## src/hw/rtl/rits_pkg.sv

```systemverilog
`default_nettype none

package rits_pkg;

   // Register indexes on the configuration port (byte address = 4 * index).
   localparam logic [1:0] REG_RADIX     = 2'd0;
   localparam logic [1:0] REG_MAX_WIDTH = 2'd1;
   localparam logic [1:0] REG_MODE      = 2'd2;

   localparam logic [5:0]  RADIX_RESET     = 6'd10;
   localparam logic [15:0] MAX_WIDTH_RESET = 16'hFFFF;
   localparam logic [1:0]  MODE_RESET      = 2'd1;

   // Result modes.
   localparam logic [1:0] MODE_RAW      = 2'd0;
   localparam logic [1:0] MODE_UNSIGNED = 2'd1;
   localparam logic [1:0] MODE_INT      = 2'd2;

   // Largest radix that still works, and the signed int limits.
   localparam logic [5:0]  RADIX_LIMIT = 6'd36;
   localparam logic [63:0] INT_POS_MAX = 64'h0000_0000_7FFF_FFFF;
   localparam logic [63:0] INT_NEG_MAG = 64'h0000_0000_8000_0000;

   typedef struct packed {
      logic [5:0]  radix;
      logic [15:0] max_field_width;
      logic [1:0]  result_mode;
   } cfg_type;

   // Everything about a finished scan except the accumulator itself.
   typedef struct packed {
      logic        ok;
      logic        minus;
      logic        overflow;
      logic        at_end;
      logic [7:0]  stop_char;
      logic [15:0] count;
   } scan_info_type;

endpackage

`default_nettype wire

```

## src/hw/rtl/rits_csr.sv

```systemverilog
`default_nettype none

module rits_csr (
   input  wire logic             clock,
   input  wire logic             reset,
   input  wire logic             csr_psel,
   input  wire logic             csr_penable,
   input  wire logic             csr_pwrite,
   input  wire logic [3:0]       csr_paddr,
   input  wire logic [31:0]      csr_pwdata,
   output logic [31:0]           csr_prdata,
   output logic                  csr_pready,
   output rits_pkg::cfg_type     cfg
);

   rits_pkg::cfg_type cfg_ff;
   rits_pkg::cfg_type cfg_in;
   logic              write_en;

   assign write_en   = csr_psel && csr_penable && csr_pwrite;
   assign csr_pready = 1'b1;
   assign cfg        = cfg_ff;

   always_comb begin
      cfg_in = cfg_ff;
      if (write_en) begin
         case (csr_paddr[3:2])
            rits_pkg::REG_RADIX:     cfg_in.radix           = csr_pwdata[5:0];
            rits_pkg::REG_MAX_WIDTH: cfg_in.max_field_width = csr_pwdata[15:0];
            rits_pkg::REG_MODE:      cfg_in.result_mode     = csr_pwdata[1:0];
            default:                 cfg_in = cfg_ff;
         endcase
      end
   end

   always_comb begin
      case (csr_paddr[3:2])
         rits_pkg::REG_RADIX:     csr_prdata = {26'd0, cfg_ff.radix};
         rits_pkg::REG_MAX_WIDTH: csr_prdata = {16'd0, cfg_ff.max_field_width};
         rits_pkg::REG_MODE:      csr_prdata = {30'd0, cfg_ff.result_mode};
         default:                 csr_prdata = 32'd0;
      endcase
   end

   always_ff @(posedge clock) begin
      if (reset) begin
         cfg_ff.radix           <= rits_pkg::RADIX_RESET;
         cfg_ff.max_field_width <= rits_pkg::MAX_WIDTH_RESET;
         cfg_ff.result_mode     <= rits_pkg::MODE_RESET;
      end else begin
         cfg_ff <= cfg_in;
      end
   end

endmodule

`default_nettype wire

```

## src/hw/rtl/rits_scan.sv

```systemverilog
`default_nettype none

module rits_scan #(
   parameter int VALUE_WIDTH = 32,
   parameter int COUNT_WIDTH = 16
) (
   input  wire logic                   clock,
   input  wire logic                   reset,
   input  wire logic                   fire,
   input  wire logic [7:0]             char_code,
   input  wire logic                   at_end,
   input  wire logic [5:0]             radix,
   input  wire logic [15:0]            max_field_width,
   output logic                        emit,
   output rits_pkg::scan_info_type     info,
   output logic [VALUE_WIDTH-1:0]      acc_value
);

   localparam logic [2:0] PH_START      = 3'd0;
   localparam logic [2:0] PH_CHECK_ZERO = 3'd1;
   localparam logic [2:0] PH_LEAD_ZERO  = 3'd2;
   localparam logic [2:0] PH_NEED_DIGIT = 3'd3;
   localparam logic [2:0] PH_DIGIT_LOOP = 3'd4;

   localparam logic [7:0] CH_SPACE = 8'h20;
   localparam logic [7:0] CH_TAB   = 8'h09;
   localparam logic [7:0] CH_CR    = 8'h0D;
   localparam logic [7:0] CH_PLUS  = 8'h2B;
   localparam logic [7:0] CH_MINUS = 8'h2D;
   localparam logic [7:0] CH_ZERO  = 8'h30;
   localparam logic [7:0] CH_NINE  = 8'h39;
   localparam logic [7:0] CH_UP_A  = 8'h41;
   localparam logic [7:0] CH_UP_Z  = 8'h5A;
   localparam logic [7:0] CH_LO_A  = 8'h61;
   localparam logic [7:0] CH_LO_Z  = 8'h7A;
   localparam logic [7:0] CH_UP_X  = 8'h58;
   localparam logic [7:0] CH_LO_X  = 8'h78;
   localparam logic [6:0] NO_DIGIT = 7'd99;

   localparam int PROD_WIDTH = VALUE_WIDTH + 6;
   localparam int SUM_WIDTH  = ((COUNT_WIDTH > 16) ? COUNT_WIDTH : 16) + 1;

   // Digit value of a character, or a value above every radix if it is none.
   function automatic logic [6:0] digit_value(input logic [7:0] c);
      logic [6:0] d;
      if (c >= CH_ZERO && c <= CH_NINE) begin
         d = 7'(c - CH_ZERO);
      end else if (c >= CH_UP_A && c <= CH_UP_Z) begin
         d = 7'(c - CH_UP_A) + 7'd10;
      end else if (c >= CH_LO_A && c <= CH_LO_Z) begin
         d = 7'(c - CH_LO_A) + 7'd10;
      end else begin
         d = NO_DIGIT;
      end
      return d;
   endfunction

   logic [2:0]             phase_ff, phase_in;
   logic [VALUE_WIDTH-1:0] acc_ff, acc_in;
   logic [5:0]             eff_ff, eff_in;
   logic                   minus_ff, minus_in;
   logic                   ovf_ff, ovf_in;
   logic [15:0]            ns_ff, ns_in;
   logic [COUNT_WIDTH-1:0] sp_ff, sp_in;

   logic                   first_item;
   logic                   is_space;
   logic [6:0]             dval;
   logic                   step_emit;
   logic                   step_ok;
   logic                   more;
   logic [PROD_WIDTH-1:0]  prod;
   logic [VALUE_WIDTH:0]   sum;
   logic [SUM_WIDTH-1:0]   count_sum;
   logic [SUM_WIDTH-1:0]   count_max;
   logic [SUM_WIDTH-1:0]   count_sat;

   assign first_item = (phase_ff == PH_START) && (sp_ff == '0);
   assign is_space   = (char_code == CH_SPACE) ||
                       (char_code >= CH_TAB && char_code <= CH_CR);
   assign dval       = digit_value(char_code);

   always_comb begin
      phase_in  = phase_ff;
      acc_in    = acc_ff;
      eff_in    = first_item ? radix : eff_ff;
      minus_in  = minus_ff;
      ovf_in    = ovf_ff;
      ns_in     = ns_ff;
      sp_in     = sp_ff;
      step_emit = 1'b0;
      step_ok   = 1'b0;
      more      = 1'b1;
      prod      = '0;
      sum       = '0;

      if (first_item && (radix == 6'd1 || radix > rits_pkg::RADIX_LIMIT)) begin
         step_emit = 1'b1;
      end else if (at_end || ns_ff >= max_field_width) begin
         step_emit = 1'b1;
         step_ok   = (phase_ff == PH_LEAD_ZERO) || (phase_ff == PH_DIGIT_LOOP);
      end else begin
         if (phase_in == PH_START) begin
            if (is_space) begin
               if (sp_ff != '1) begin
                  sp_in = sp_ff + 1'b1;
               end
               more = 1'b0;
            end else begin
               phase_in = PH_CHECK_ZERO;
               if (char_code == CH_PLUS || char_code == CH_MINUS) begin
                  minus_in = (char_code == CH_MINUS);
                  ns_in    = ns_ff + 16'd1;
                  more     = 1'b0;
               end
            end
         end
         if (more && phase_in == PH_CHECK_ZERO) begin
            if ((eff_in == 6'd0 || eff_in == 6'd16) && char_code == CH_ZERO) begin
               phase_in = PH_LEAD_ZERO;
               ns_in    = ns_ff + 16'd1;
               more     = 1'b0;
            end else begin
               phase_in = PH_NEED_DIGIT;
            end
         end
         if (more && phase_in == PH_LEAD_ZERO) begin
            if (char_code == CH_UP_X || char_code == CH_LO_X) begin
               eff_in   = 6'd16;
               phase_in = PH_NEED_DIGIT;
               ns_in    = ns_ff + 16'd1;
               more     = 1'b0;
            end else begin
               if (eff_in == 6'd0) begin
                  eff_in = 6'd8;
               end
               phase_in = PH_DIGIT_LOOP;
            end
         end
         if (more) begin
            if (phase_in != PH_NEED_DIGIT && phase_in != PH_DIGIT_LOOP) begin
               phase_in = PH_NEED_DIGIT;
            end
            if (eff_in == 6'd0) begin
               eff_in = 6'd10;
            end
            if (dval >= {1'b0, eff_in}) begin
               step_emit = 1'b1;
               step_ok   = (phase_in == PH_DIGIT_LOOP);
            end else begin
               // Multiply-add; any bit above the value width marks overflow.
               prod = PROD_WIDTH'(acc_ff) * PROD_WIDTH'(eff_in);
               sum  = {1'b0, prod[VALUE_WIDTH-1:0]} + (VALUE_WIDTH + 1)'(dval);
               if ((|prod[PROD_WIDTH-1:VALUE_WIDTH]) || sum[VALUE_WIDTH]) begin
                  ovf_in = 1'b1;
               end
               acc_in   = sum[VALUE_WIDTH-1:0];
               phase_in = PH_DIGIT_LOOP;
               ns_in    = ns_ff + 16'd1;
            end
         end
      end

      // A finished scan starts the next one from scratch.
      if (step_emit) begin
         phase_in = PH_START;
         acc_in   = '0;
         eff_in   = radix;
         minus_in = 1'b0;
         ovf_in   = 1'b0;
         ns_in    = '0;
         sp_in    = '0;
      end
   end

   assign count_sum = SUM_WIDTH'(ns_ff) + SUM_WIDTH'(sp_ff);
   assign count_max = SUM_WIDTH'({COUNT_WIDTH{1'b1}});
   assign count_sat = (count_sum > count_max) ? count_max : count_sum;

   assign emit           = step_emit;
   assign acc_value      = acc_ff;
   assign info.ok        = step_ok;
   assign info.minus     = minus_ff;
   assign info.overflow  = step_ok && ovf_ff;
   assign info.at_end    = at_end;
   assign info.stop_char = at_end ? 8'd0 : char_code;
   assign info.count     = step_ok ? 16'(count_sat) : 16'd0;

   always_ff @(posedge clock) begin
      if (reset) begin
         phase_ff <= PH_START;
         acc_ff   <= '0;
         eff_ff   <= rits_pkg::RADIX_RESET;
         minus_ff <= 1'b0;
         ovf_ff   <= 1'b0;
         ns_ff    <= '0;
         sp_ff    <= '0;
      end else if (fire) begin
         phase_ff <= phase_in;
         acc_ff   <= acc_in;
         eff_ff   <= eff_in;
         minus_ff <= minus_in;
         ovf_ff   <= ovf_in;
         ns_ff    <= ns_in;
         sp_ff    <= sp_in;
      end
   end

endmodule

`default_nettype wire

```

## src/hw/rtl/rits_convert.sv

```systemverilog
`default_nettype none

module rits_convert #(
   parameter int VALUE_WIDTH = 32
) (
   input  wire logic [VALUE_WIDTH-1:0]      acc_value,
   input  wire rits_pkg::scan_info_type     info,
   input  wire logic [1:0]                  result_mode,
   output logic [31:0]                      raw_magnitude,
   output logic [31:0]                      converted_value,
   output logic                             range_error
);

   logic [VALUE_WIDTH-1:0] raw_vw;
   logic [VALUE_WIDTH-1:0] neg_vw;
   logic [63:0]            raw_wide;
   logic [63:0]            conv_wide;

   assign raw_vw   = info.ok ? acc_value : '0;
   assign neg_vw   = '0 - raw_vw;
   assign raw_wide = 64'(raw_vw);

   always_comb begin
      conv_wide   = raw_wide;
      range_error = 1'b0;
      case (result_mode)
         rits_pkg::MODE_UNSIGNED: begin
            if (info.overflow) begin
               conv_wide   = 64'({VALUE_WIDTH{1'b1}});
               range_error = 1'b1;
            end else if (info.minus) begin
               conv_wide = 64'(neg_vw);
            end
         end
         rits_pkg::MODE_INT: begin
            if (info.overflow ||
                (!info.minus && raw_wide > rits_pkg::INT_POS_MAX) ||
                (info.minus && raw_wide > rits_pkg::INT_NEG_MAG)) begin
               conv_wide   = info.minus ? rits_pkg::INT_NEG_MAG : rits_pkg::INT_POS_MAX;
               range_error = 1'b1;
            end else if (info.minus) begin
               conv_wide = 64'(32'd0 - raw_wide[31:0]);
            end
         end
         default: begin
            conv_wide   = raw_wide;
            range_error = 1'b0;
         end
      endcase
   end

   assign raw_magnitude   = raw_wide[31:0];
   assign converted_value = conv_wide[31:0];

endmodule

`default_nettype wire

```

## src/hw/rtl/radix_integer_text_scanner.sv

```systemverilog
// The item that ends a scan is held in the input register, and its result is offered from the result register.
// Throughput: one item per cycle unless a stalled result blocks the result register; the multiply-add feeds back.
// Items that do not end a scan give no result and leave only the scan state changed.
// Reset is synchronous and active high: it clears the scan state, empties both registers
// and loads the register defaults (radix 10, field width 65535, unsigned mode).
`default_nettype none

module radix_integer_text_scanner #(
   parameter int VALUE_WIDTH = 32,
   parameter int COUNT_WIDTH = 16
) (
   input  wire logic        clock,
   input  wire logic        reset,

   input  wire logic        req_valid,
   output logic             req_stall,
   input  wire logic [7:0]  req_char_code,
   input  wire logic        req_no_more_chars,

   output logic             rsp_valid,
   input  wire logic        rsp_stall,
   output logic [31:0]      rsp_raw_magnitude,
   output logic [31:0]      rsp_converted_value,
   output logic             rsp_sign_seen,
   output logic             rsp_overflowed,
   output logic             rsp_range_error,
   output logic             rsp_valid_number,
   output logic [15:0]      rsp_chars_consumed,
   output logic [7:0]       rsp_stop_char,
   output logic             rsp_stopped_at_end,

   input  wire logic        csr_psel,
   input  wire logic        csr_penable,
   input  wire logic        csr_pwrite,
   input  wire logic [3:0]  csr_paddr,
   input  wire logic [31:0] csr_pwdata,
   output logic [31:0]      csr_prdata,
   output logic             csr_pready
);

   // The block is two registers with the scanner between them. The input
   // register holds one item; the scanner consumes it when the result
   // register can take whatever the item produces, which is whenever that
   // register is empty or is being emptied this cycle.

   rits_pkg::cfg_type       cfg;
   rits_pkg::scan_info_type info;
   logic [VALUE_WIDTH-1:0]  acc_value;
   logic                    emit;

   logic        in_valid_ff, in_valid_in;
   logic [7:0]  in_char_ff;
   logic        in_end_ff;
   logic        accept;
   logic        advance;
   logic        fire;

   logic        out_valid_ff, out_valid_in;
   logic [31:0] raw_ff, conv_ff;
   logic        sign_ff, ovf_ff, range_ff, ok_ff, end_ff;
   logic [15:0] count_ff;
   logic [7:0]  stop_ff;

   logic [31:0] raw_value;
   logic [31:0] conv_value;
   logic        range_value;

   rits_csr u_csr (
      .clock       (clock),
      .reset       (reset),
      .csr_psel    (csr_psel),
      .csr_penable (csr_penable),
      .csr_pwrite  (csr_pwrite),
      .csr_paddr   (csr_paddr),
      .csr_pwdata  (csr_pwdata),
      .csr_prdata  (csr_prdata),
      .csr_pready  (csr_pready),
      .cfg         (cfg)
   );

   // The result register only blocks when it holds an item that is stalled.
   assign advance   = !(out_valid_ff && rsp_stall);
   assign fire      = in_valid_ff && advance;
   assign req_stall = in_valid_ff && !advance;
   assign accept    = req_valid && !req_stall;

   assign in_valid_in = accept ? 1'b1 : (fire ? 1'b0 : in_valid_ff);

   always_ff @(posedge clock) begin
      if (reset) begin
         in_valid_ff <= 1'b0;
      end else begin
         in_valid_ff <= in_valid_in;
      end
   end

   always_ff @(posedge clock) begin
      if (accept) begin
         in_char_ff <= req_char_code;
         in_end_ff  <= req_no_more_chars;
      end
   end

   rits_scan #(
      .VALUE_WIDTH (VALUE_WIDTH),
      .COUNT_WIDTH (COUNT_WIDTH)
   ) u_scan (
      .clock           (clock),
      .reset           (reset),
      .fire            (fire),
      .char_code       (in_char_ff),
      .at_end          (in_end_ff),
      .radix           (cfg.radix),
      .max_field_width (cfg.max_field_width),
      .emit            (emit),
      .info            (info),
      .acc_value       (acc_value)
   );

   // Sign and saturation rules are applied on the way into the result register.
   rits_convert #(
      .VALUE_WIDTH (VALUE_WIDTH)
   ) u_convert (
      .acc_value       (acc_value),
      .info            (info),
      .result_mode     (cfg.result_mode),
      .raw_magnitude   (raw_value),
      .converted_value (conv_value),
      .range_error     (range_value)
   );

   assign out_valid_in = (fire && emit) ? 1'b1 : (out_valid_ff && rsp_stall);

   always_ff @(posedge clock) begin
      if (reset) begin
         out_valid_ff <= 1'b0;
      end else begin
         out_valid_ff <= out_valid_in;
      end
   end

   always_ff @(posedge clock) begin
      if (fire && emit) begin
         raw_ff   <= raw_value;
         conv_ff  <= conv_value;
         sign_ff  <= info.minus;
         ovf_ff   <= info.overflow;
         range_ff <= range_value;
         ok_ff    <= info.ok;
         count_ff <= info.count;
         stop_ff  <= info.stop_char;
         end_ff   <= info.at_end;
      end
   end

   assign rsp_valid           = out_valid_ff;
   assign rsp_raw_magnitude   = raw_ff;
   assign rsp_converted_value = conv_ff;
   assign rsp_sign_seen       = sign_ff;
   assign rsp_overflowed      = ovf_ff;
   assign rsp_range_error     = range_ff;
   assign rsp_valid_number    = ok_ff;
   assign rsp_chars_consumed  = count_ff;
   assign rsp_stop_char       = stop_ff;
   assign rsp_stopped_at_end  = end_ff;

endmodule

`default_nettype wire
```

## config.mk

```make
export PLATFORM = sky130hd
export DESIGN_NAME = radix_integer_text_scanner
export DESIGN_NICKNAME = d
export VERILOG_FILES = /design/src/hw/rtl/rits_pkg.sv /design/src/hw/rtl/rits_csr.sv /design/src/hw/rtl/rits_scan.sv /design/src/hw/rtl/rits_convert.sv /design/src/hw/rtl/radix_integer_text_scanner.sv
export SDC_FILE = /design/constraint.sdc
export NUM_CORES = 1
export LEC_CHECK = 0
export BUFFER_PORTS_ARGS = -buffer_cell sky130_fd_sc_hd__buf_4
export CORE_AREA = 2 2 241 243
export CTS_CLUSTER_SIZE = 10
export DETAILED_ROUTE_END_ITERATION = 8
export DIE_AREA = 0 0 243 245
export SLEW_MARGIN = 20
export SYNTH_ARGS = -nofsm -noshare
export SYNTH_HDL_FRONTEND = slang
export SYNTH_SLANG_ARGS = --single-unit
```

## constraint.sdc

```tcl
create_clock -name clock -period 12.35 [get_ports clock]
set_clock_uncertainty 0.1 [all_clocks]
set_input_delay 0 -clock clock [delete_from_list [all_inputs] [get_ports clock]]
set_output_delay 0 -clock clock [all_outputs]
set_load 0.03 [all_outputs]
```

# Yosys cells after proc, flatten, opt, wreduce, memory -nomap -nowiden
# Index checks and enable logic that the tools add are counted.
# classes
add_sub_neg	11
multipliers	1
magnitude_cmp	14
n_eq_ne	24
mux	109
reduce_logical	54
# ops
op	count
$mux W32	11
$mux W16	19
$mux W6	14
$pmux W32 S2	1
$sub A1 B32 Y32 const A	2
$mux W3	20
$pmux W16 S3	1
$mux W1	39
$mul A32 B6 Y38	1
$add A32 B7 Y33	1
$add A16 B1 Y16 const B	2
$eq A8 B6 Y1 const B	4
$gt A32 B31 Y1 const B	1
$gt A32 B32 Y1 const B	1
$mux W7	3
$logic_and A1 B1 Y1	20
$reduce_and A6 Y1	3
$add A16 B16 Y17	1
$gt A17 B16 Y1 const B	1
$eq A8 B7 Y1 const B	2
$ge A16 B16 Y1	1
$ge A8 B7 Y1 const B	2
$le A8 B7 Y1 const B	2
$logic_not A16 Y1	1
other kinds (31)	60
# word_totals
reg_bits	203
in_bits	52
out_inout_bits	128

# Logic depth before layout (Yosys ltp)
# depth
depth_word	35
depth_mapped	35
mapped_depth_nobuf	31

# By module
# Synthesis repeated with hierarchy kept, for this count alone.
# unflattened
hier_cells	2130
hier_area_um2	18754.2
# modules_own_cells
module	n_inst	cells_per_inst	area_each_um2	seq_area_each_um2
rits_scan	1	1530	12336.8	1501.4
radix_integer_text_scanner	1	114	3156.8	3103.0
rits_convert	1	335	1930.6	0.0
rits_csr	1	151	1330.0	480.5

# Least setup slack after synthesis
# No wires, ideal clock.
# synth_timing
path_kind	register -> register
start	register in_char_ff[1]
end	register u_scan.ns_ff[0]
t_arrival_ns	8.842
required_ns	12.122
slack_ns	3.280
path_stages_with_launch	25
n_path_buf	4
period_less_slack_ns	9.070
cell_sequence	edfxtp_1 -> inv_1 -> ha_1 -> inv_1 -> nor4_1 -> and2_1 -> clkbuf_1 -> a21oi_1 -> or4_1 -> nor2_1 -> nand2b_1 -> nor2b_1 -> clkbuf_1 -> ha_1 -> a21o_1 -> a211oi_1 -> o31ai_1 -> nor3_2 -> o221a_2 -> clkbuf_1 -> nor2_1 -> inv_1 -> nand2_1 -> clkbuf_1 -> nor2_1
# synth_between
elab_chain_len	29
word_cells_on_any_way	84
classes_between	add/sub: 5; order compare: 9; eq/ne: 10; mux: 48; reduce/logical: 12
# synth_rtl
item	line_no	rtl
from (decl)	radix_integer_text_scanner.sv:52	logic [7:0] in_char_ff;
from (signal assigned)	radix_integer_text_scanner.sv:99	in_char_ff <= req_char_code;
$ge A8 B4 Y1 / $le A8 B4 Y1 (equally long branches)	rits_scan.sv:80	(char_code >= CH_TAB && char_code <= CH_CR);
$logic_and A1 B1 Y1	rits_scan.sv:80	
$logic_or A1 B1 Y1	rits_scan.sv:79	assign is_space = (char_code == CH_SPACE) ||
$mux W3	rits_scan.sv:104	if (is_space) begin
$mux W3	rits_scan.sv:103	if (phase_in == PH_START) begin
$mux W3	rits_scan.sv:99	end else if (at_end || ns_ff >= max_field_width) begin
$mux W3	rits_scan.sv:97	if (first_item && (radix == 6'd1 || radix > rits_pkg::RADIX_LIMIT)) begin
$eq A3 B1 Y1	rits_scan.sv:118	if (more && phase_in == PH_CHECK_ZERO) begin
[... 13 more ...]	n/a	
$mux W6	rits_scan.sv:97	
$ge A7 B6 Y1	rits_scan.sv:147	if (dval >= {1'b0, eff_in}) begin
$mux W1	rits_scan.sv:147	
$mux W1	rits_scan.sv:140	if (more) begin
$mux W1	rits_scan.sv:99	
$mux W1	rits_scan.sv:97	
$ne A2 B2 Y1 (no source line)	n/a	
$reduce_and A3 Y1 (no source line)	n/a	
to (signal assigned)	rits_scan.sv:204	ns_ff <= ns_in;
to (decl)	rits_scan.sv:63	logic [15:0] ns_ff, ns_in;
# Parallel ways exist; a longest one is shown, timed or not. The select of a mux whose other input is x is not followed.
# A chain may end at the register's enable or synchronous reset.

# Final worst setup path
# layout_timing
start	register u_scan.phase_ff[1]
end	register u_scan.ovf_ff
# layout_between
elab_chain_len	27
word_cells_on_any_way	57
classes_between	add/sub: 1; mul: 1; order compare: 1; eq/ne: 6; mux: 34; reduce/logical: 14
# layout_rtl
item	line_no	rtl
from (decl)	rits_scan.sv:58	logic [2:0] phase_ff, phase_in;
from (signal assigned)	rits_scan.sv:199	phase_ff <= phase_in;
branches (longest 27 deep; another with $mux W6)	n/a	
to (signal assigned)	rits_scan.sv:203	ovf_ff <= ovf_in;
to (decl)	rits_scan.sv:62	logic ovf_ff, ovf_in;
# Several ways; the timed one is not identified. The select of a mux whose other input is x is not followed.

==> metrics.md <==
| Metric | Value |
|---|---|
| Endpoint type of the worst setup path | `flip-flop` |
| Number of distinct standard cells referenced by the synthesized netlist | `between 80 and 90` |
| Residual overflow from global routing | `0` |
| Combinational share of power | `approximately 11%` |
| Hold slack | `-0.00747 ns` |
| Post CTS Setup Buffer Count | `0` |
| Setup violators final | `0` |
| Sw frac | `a little over a quarter` |
| Post-layout min period | `roughly 9.4 ns` |
| Proportion of power drawn by flip-flops and latches | `a little under half` |
| Overall global routing resource usage | `between 10% and 20%` |
| Clock group share of total power | `between 40% and 50%` |
| Required time of the critical path | `12.64 ns` |
| Number of antenna repair diodes | `0` |
| Power dissipated by switching net loads | `~420 uW` |
| H-tree depth | `1` |
| Least-Margin Pin Slew | `~1.1 ns` |
| Post-detailed-route DRC marker count | `0` |
| Post-route antenna net violation count | `0` |
| Highest Signal Layer | `met4` |
| Synthesis warning total | `0` |
| Clock transition at the register clock pins on the worst setup and hold paths after CTS | `around 0.060 ns` |
| Die Area | `59500 um^2` |
| Share of the synthesized area in compound gates (AO/OA/AOI/OAI) | `between 10% and 20%` |
| Wire length of the first global-routing pass | `about 83000 um` |
| Hold Violations, Final | `3` |
| Per-instance average area after synthesis | `approximately 8.8 um^2` |
| Height of the chip | `approximately 250 um` |
| Slew HR | `25.4%` |
| Average vias per placed instance | `between 5 and 6` |
| Leakage power figure | `about 9 nW` |
| Multi-input logic area | `around 12000 um^2` |
| Setup repair after global routing missed its margin | `false` |
| Peak supply drop | `between 0.09 and 0.1 mV` |
| GPL Wtd Cong | `roughly 0.9` |
| Count of mapped cells out of synthesis | `2069` |
| Flop and latch count out of synthesis | `approximately 200` |
| Total Nets Final | `~2.5k` |
| Max Fanout on Critical Path | `33` |
| Dominant combinational cell family by area after synthesis | `simple AND/OR/NAND/NOR gates` |
| X dimension of the die | `243 um` |
| Root Buffer Master | `clkbuf_16` |
| Adder-cell share of the synthesized area | `21.0%` |
| Worst Hold Class | `input pin to flip-flop` |
| Period utilization | `76.4%` |
| Async SR Flop Fraction | `0%` |
| Average detailed-routed wire length per instance | `approximately 17 um` |
| Filler Cells Inserted | `~5.7k` |
| Routed wire length | `about 52000 um` |
| Max Cap Viol | `0` |
| TritonCTS buffer count | `25` |
| Maximum number of pins on one net before global-route repair | `61` |
| Top-level port count | `180` |
| Port Buffer Count | `between 100 and 150` |
| Register area | `5080 um^2` |
| Number of global-route vias before repair | `roughly 15k` |
| Detailed route wirelength on metal3 | `2660 um` |
| Metal1 wirelength | `approximately 23000 um` |
| Number of clock sinks | `203` |
| Metal2 WL | `25000 um` |
| Data arrival time of the critical path | `between 9 and 10 ns` |
| PwrDens | `75.9 nW/um^2` |
| Highest Clock Rate | `approximately 110 MHz` |
| Highest cell delay on the worst timing path | `roughly 0.7 ns` |
| Placed wire-length estimate | `approximately 38000 um` |
| Violated checks | `hold timing` |
| Effective utilization at floorplan | `a little under a third` |
| Synth Area in XOR/XNOR | `4.55%` |
| Kind of critical path | `flip-flop to flip-flop` |
| Share of synthesized cell area in and, or, nand and nor gates | `between 20 and 25%` |
| Commonest non-fill, non-tap cell in the layout | `nor2_1` |
| CTS max path bufs | `3` |
| Mux contribution to synthesized area | `approximately 1.1%` |
| Kind of start point of the critical path | `flip-flop` |
| Post-synthesis sequential area ratio | `approximately 28%` |
| Post-synthesis cell area | `approximately 18000 um^2` |
| Overall via count from detail_route | `around 16k` |
| Most frequently used flop master after synthesis | `edfxtp_1` |
| Initial antenna violation count | `0` |
| Number of pins exceeding their max-slew limit in the final report | `0` |
| Number of search-and-repair iterations in the first detailed-routing pass | `8` |
| Commonest non-fill, non-tap cells in the layout | `nor2_1, buf_4, inv_1` |
| CTS tree | `done` |
| Fraction of final layout cells with drive strength greater than 1 | `roughly a tenth` |
| Number of enable flip-flop cells after synthesis | `102` |
| Run status | `finished, violations left` |
| Row Count | `about 90` |
| Area of the core | `~57000 um^2` |
| Violation count after the first detailed-routing iteration | `roughly 1.3k` |
| Internal power consumption | `around 1.2 mW` |
| Setup TNS | `0 ns` |
| Layout-stage area growth over the synthesis result | `16.0%` |
| Highest-delay cell along the critical path | `nor2_1` |
| Worst-Skew Late Latency | `between 0.5 and 0.6 ns` |
synthesized netlist by cell type, types with 8 or more instances:
cell         n  share of area, %
nor2_1     177               3.7
inv_1      159               3.3
and2_1     151               5.2
nand2_1    149               3.1
fa_1       123                14
a21oi_1    121               3.3
ha_1       107               7.4
edfxtp_1   102                17
dfxtp_1    101                11
clkbuf_1    96               2.0
o21ai_0     81               2.2
nor2b_1     73               2.5
xnor2_1     59               2.9
nand3_1     50               1.4
nor3_1      43               1.2
xor2_1      35               1.7
a22oi_1     28               1.2
o211ai_1    25               1.0
nand2b_1    22              0.76
a21o_1      21              0.87
a31oi_1     21              0.73
buf_4       21              0.87
nor4_1      20              0.69
or3_1       20              0.69
mux2i_1     18              0.99
a211oi_1    15              0.62
nand4_1     15              0.52
and3_1      14              0.48
o21a_1      14              0.58
buf_2       12              0.33
o31ai_1     12              0.50
o2111ai_1   10              0.48
o21bai_1     8              0.33
o22a_1       8              0.39
o22ai_1      8              0.28
or2_2        8              0.28
or4_1        8              0.33
power by group through the flow:
stage / Sequential, mW / Combinational [mW] / Clock (mW)
final: 0.738 / 0.177 / 0.680
after global routing: 0.740 / 0.188 / 0.718
after CTS: 0.738 / 0.176 / 0.697
after detailed placement: 0.752 / 0.166 / 0
after global placement: 0.752 / 0.164 / 0
after floorplan: 0.777 / 0.0861 / 0
metal layers:
layer  GRT usage (%)  vias to the layer above
li1                -                     7376
met1            23.1                     7628
met2            29.3                      494
met3            1.74                       66
met4            4.29                        0
met5               0                        -
worst max-delay path, delay by kind of cell, from the launching register on:
| family | cells | cell delay (ns) |
|---|---|---|
| buffers and inverters | 4 | 0.68 |
| flip-flops | 1 | 0.40 |
| adder cells (fa/ha/maj) | 4 | 1.67 |
| multiplexers | 1 | 0.31 |
| AND/OR/NAND/NOR | 10 | 3.18 |
| AO/OA/AOI/OAI | 10 | 2.92 |
layout make-up:
type,instances,share of cell area [%]
Clock buffer,36,3.32
Sequential cell,203,24.2
Clock inverter,4,0.155
Tap cell,765,4.56
Inverter,161,2.88
Multi-Input combinational cell,1585,56.7
Timing Repair Buffer,212,8.17
path summary, 6_finish.rpt:
| check | end | start | slack, ns | cells after the start |
|---|---|---|---|---|
| worst max-delay path | u_scan.ovf_ff | u_scan.phase_ff[1] | 2.92 | 29 |
| worst min-delay path | u_csr.cfg[22] | csr_pwrite | -0.007 | 5 |
| worst max register to register | u_scan.ovf_ff | u_scan.phase_ff[1] | 2.92 | 29 |
| worst min register to register | u_scan.eff_ff[0] | u_scan.eff_ff[0] | 0.42 | 2 |
per-stage QoR:
step           util (%)  setup slack, ns  instance area [um^2]  total power, mW  std cells
2_1_floorplan         -             3.28                 18200            0.863       2084
3_3_place_gp       34.7             3.18                 19800            0.915       2876
3_5_place_dp       34.7             3.14                 19800            0.918       2876
4_1_cts            36.8             3.08                 21000             1.61       2966
5_1_grt            36.8             2.37                 21000             1.65       2966
6_report           36.8             2.92                 21000             1.59       2966
cell families after synthesis:
group           Yosys count
other cells               2
fa+ha+maj               230
compound gates          445
flops                   203
xor+xnor                 94
simple gates            780
buf+inv                 296
mux                      19
flip-flops by register name, indices dropped and copies added (netlist names), 3 cells and up:
name                 cells
u_scan.phase_ff          3
u_csr.cfg               24
rsp_stop_char            8
u_scan.ns_ff            16
rsp_chars_consumed      16
u_scan.eff_ff            6
u_scan.acc_value        32
in_char_ff               8
rsp_converted_value     32
u_scan.sp_ff            16
rsp_raw_magnitude       32
repair_timing:
item / CTS / global route
gates resized for setup: 0 / 0
endpoints found under the setup margin: 0 / 0
hold buffers: 50 / 0
endpoints found under the hold margin: 78 / 0
Power figures use the tool's default switching activity.
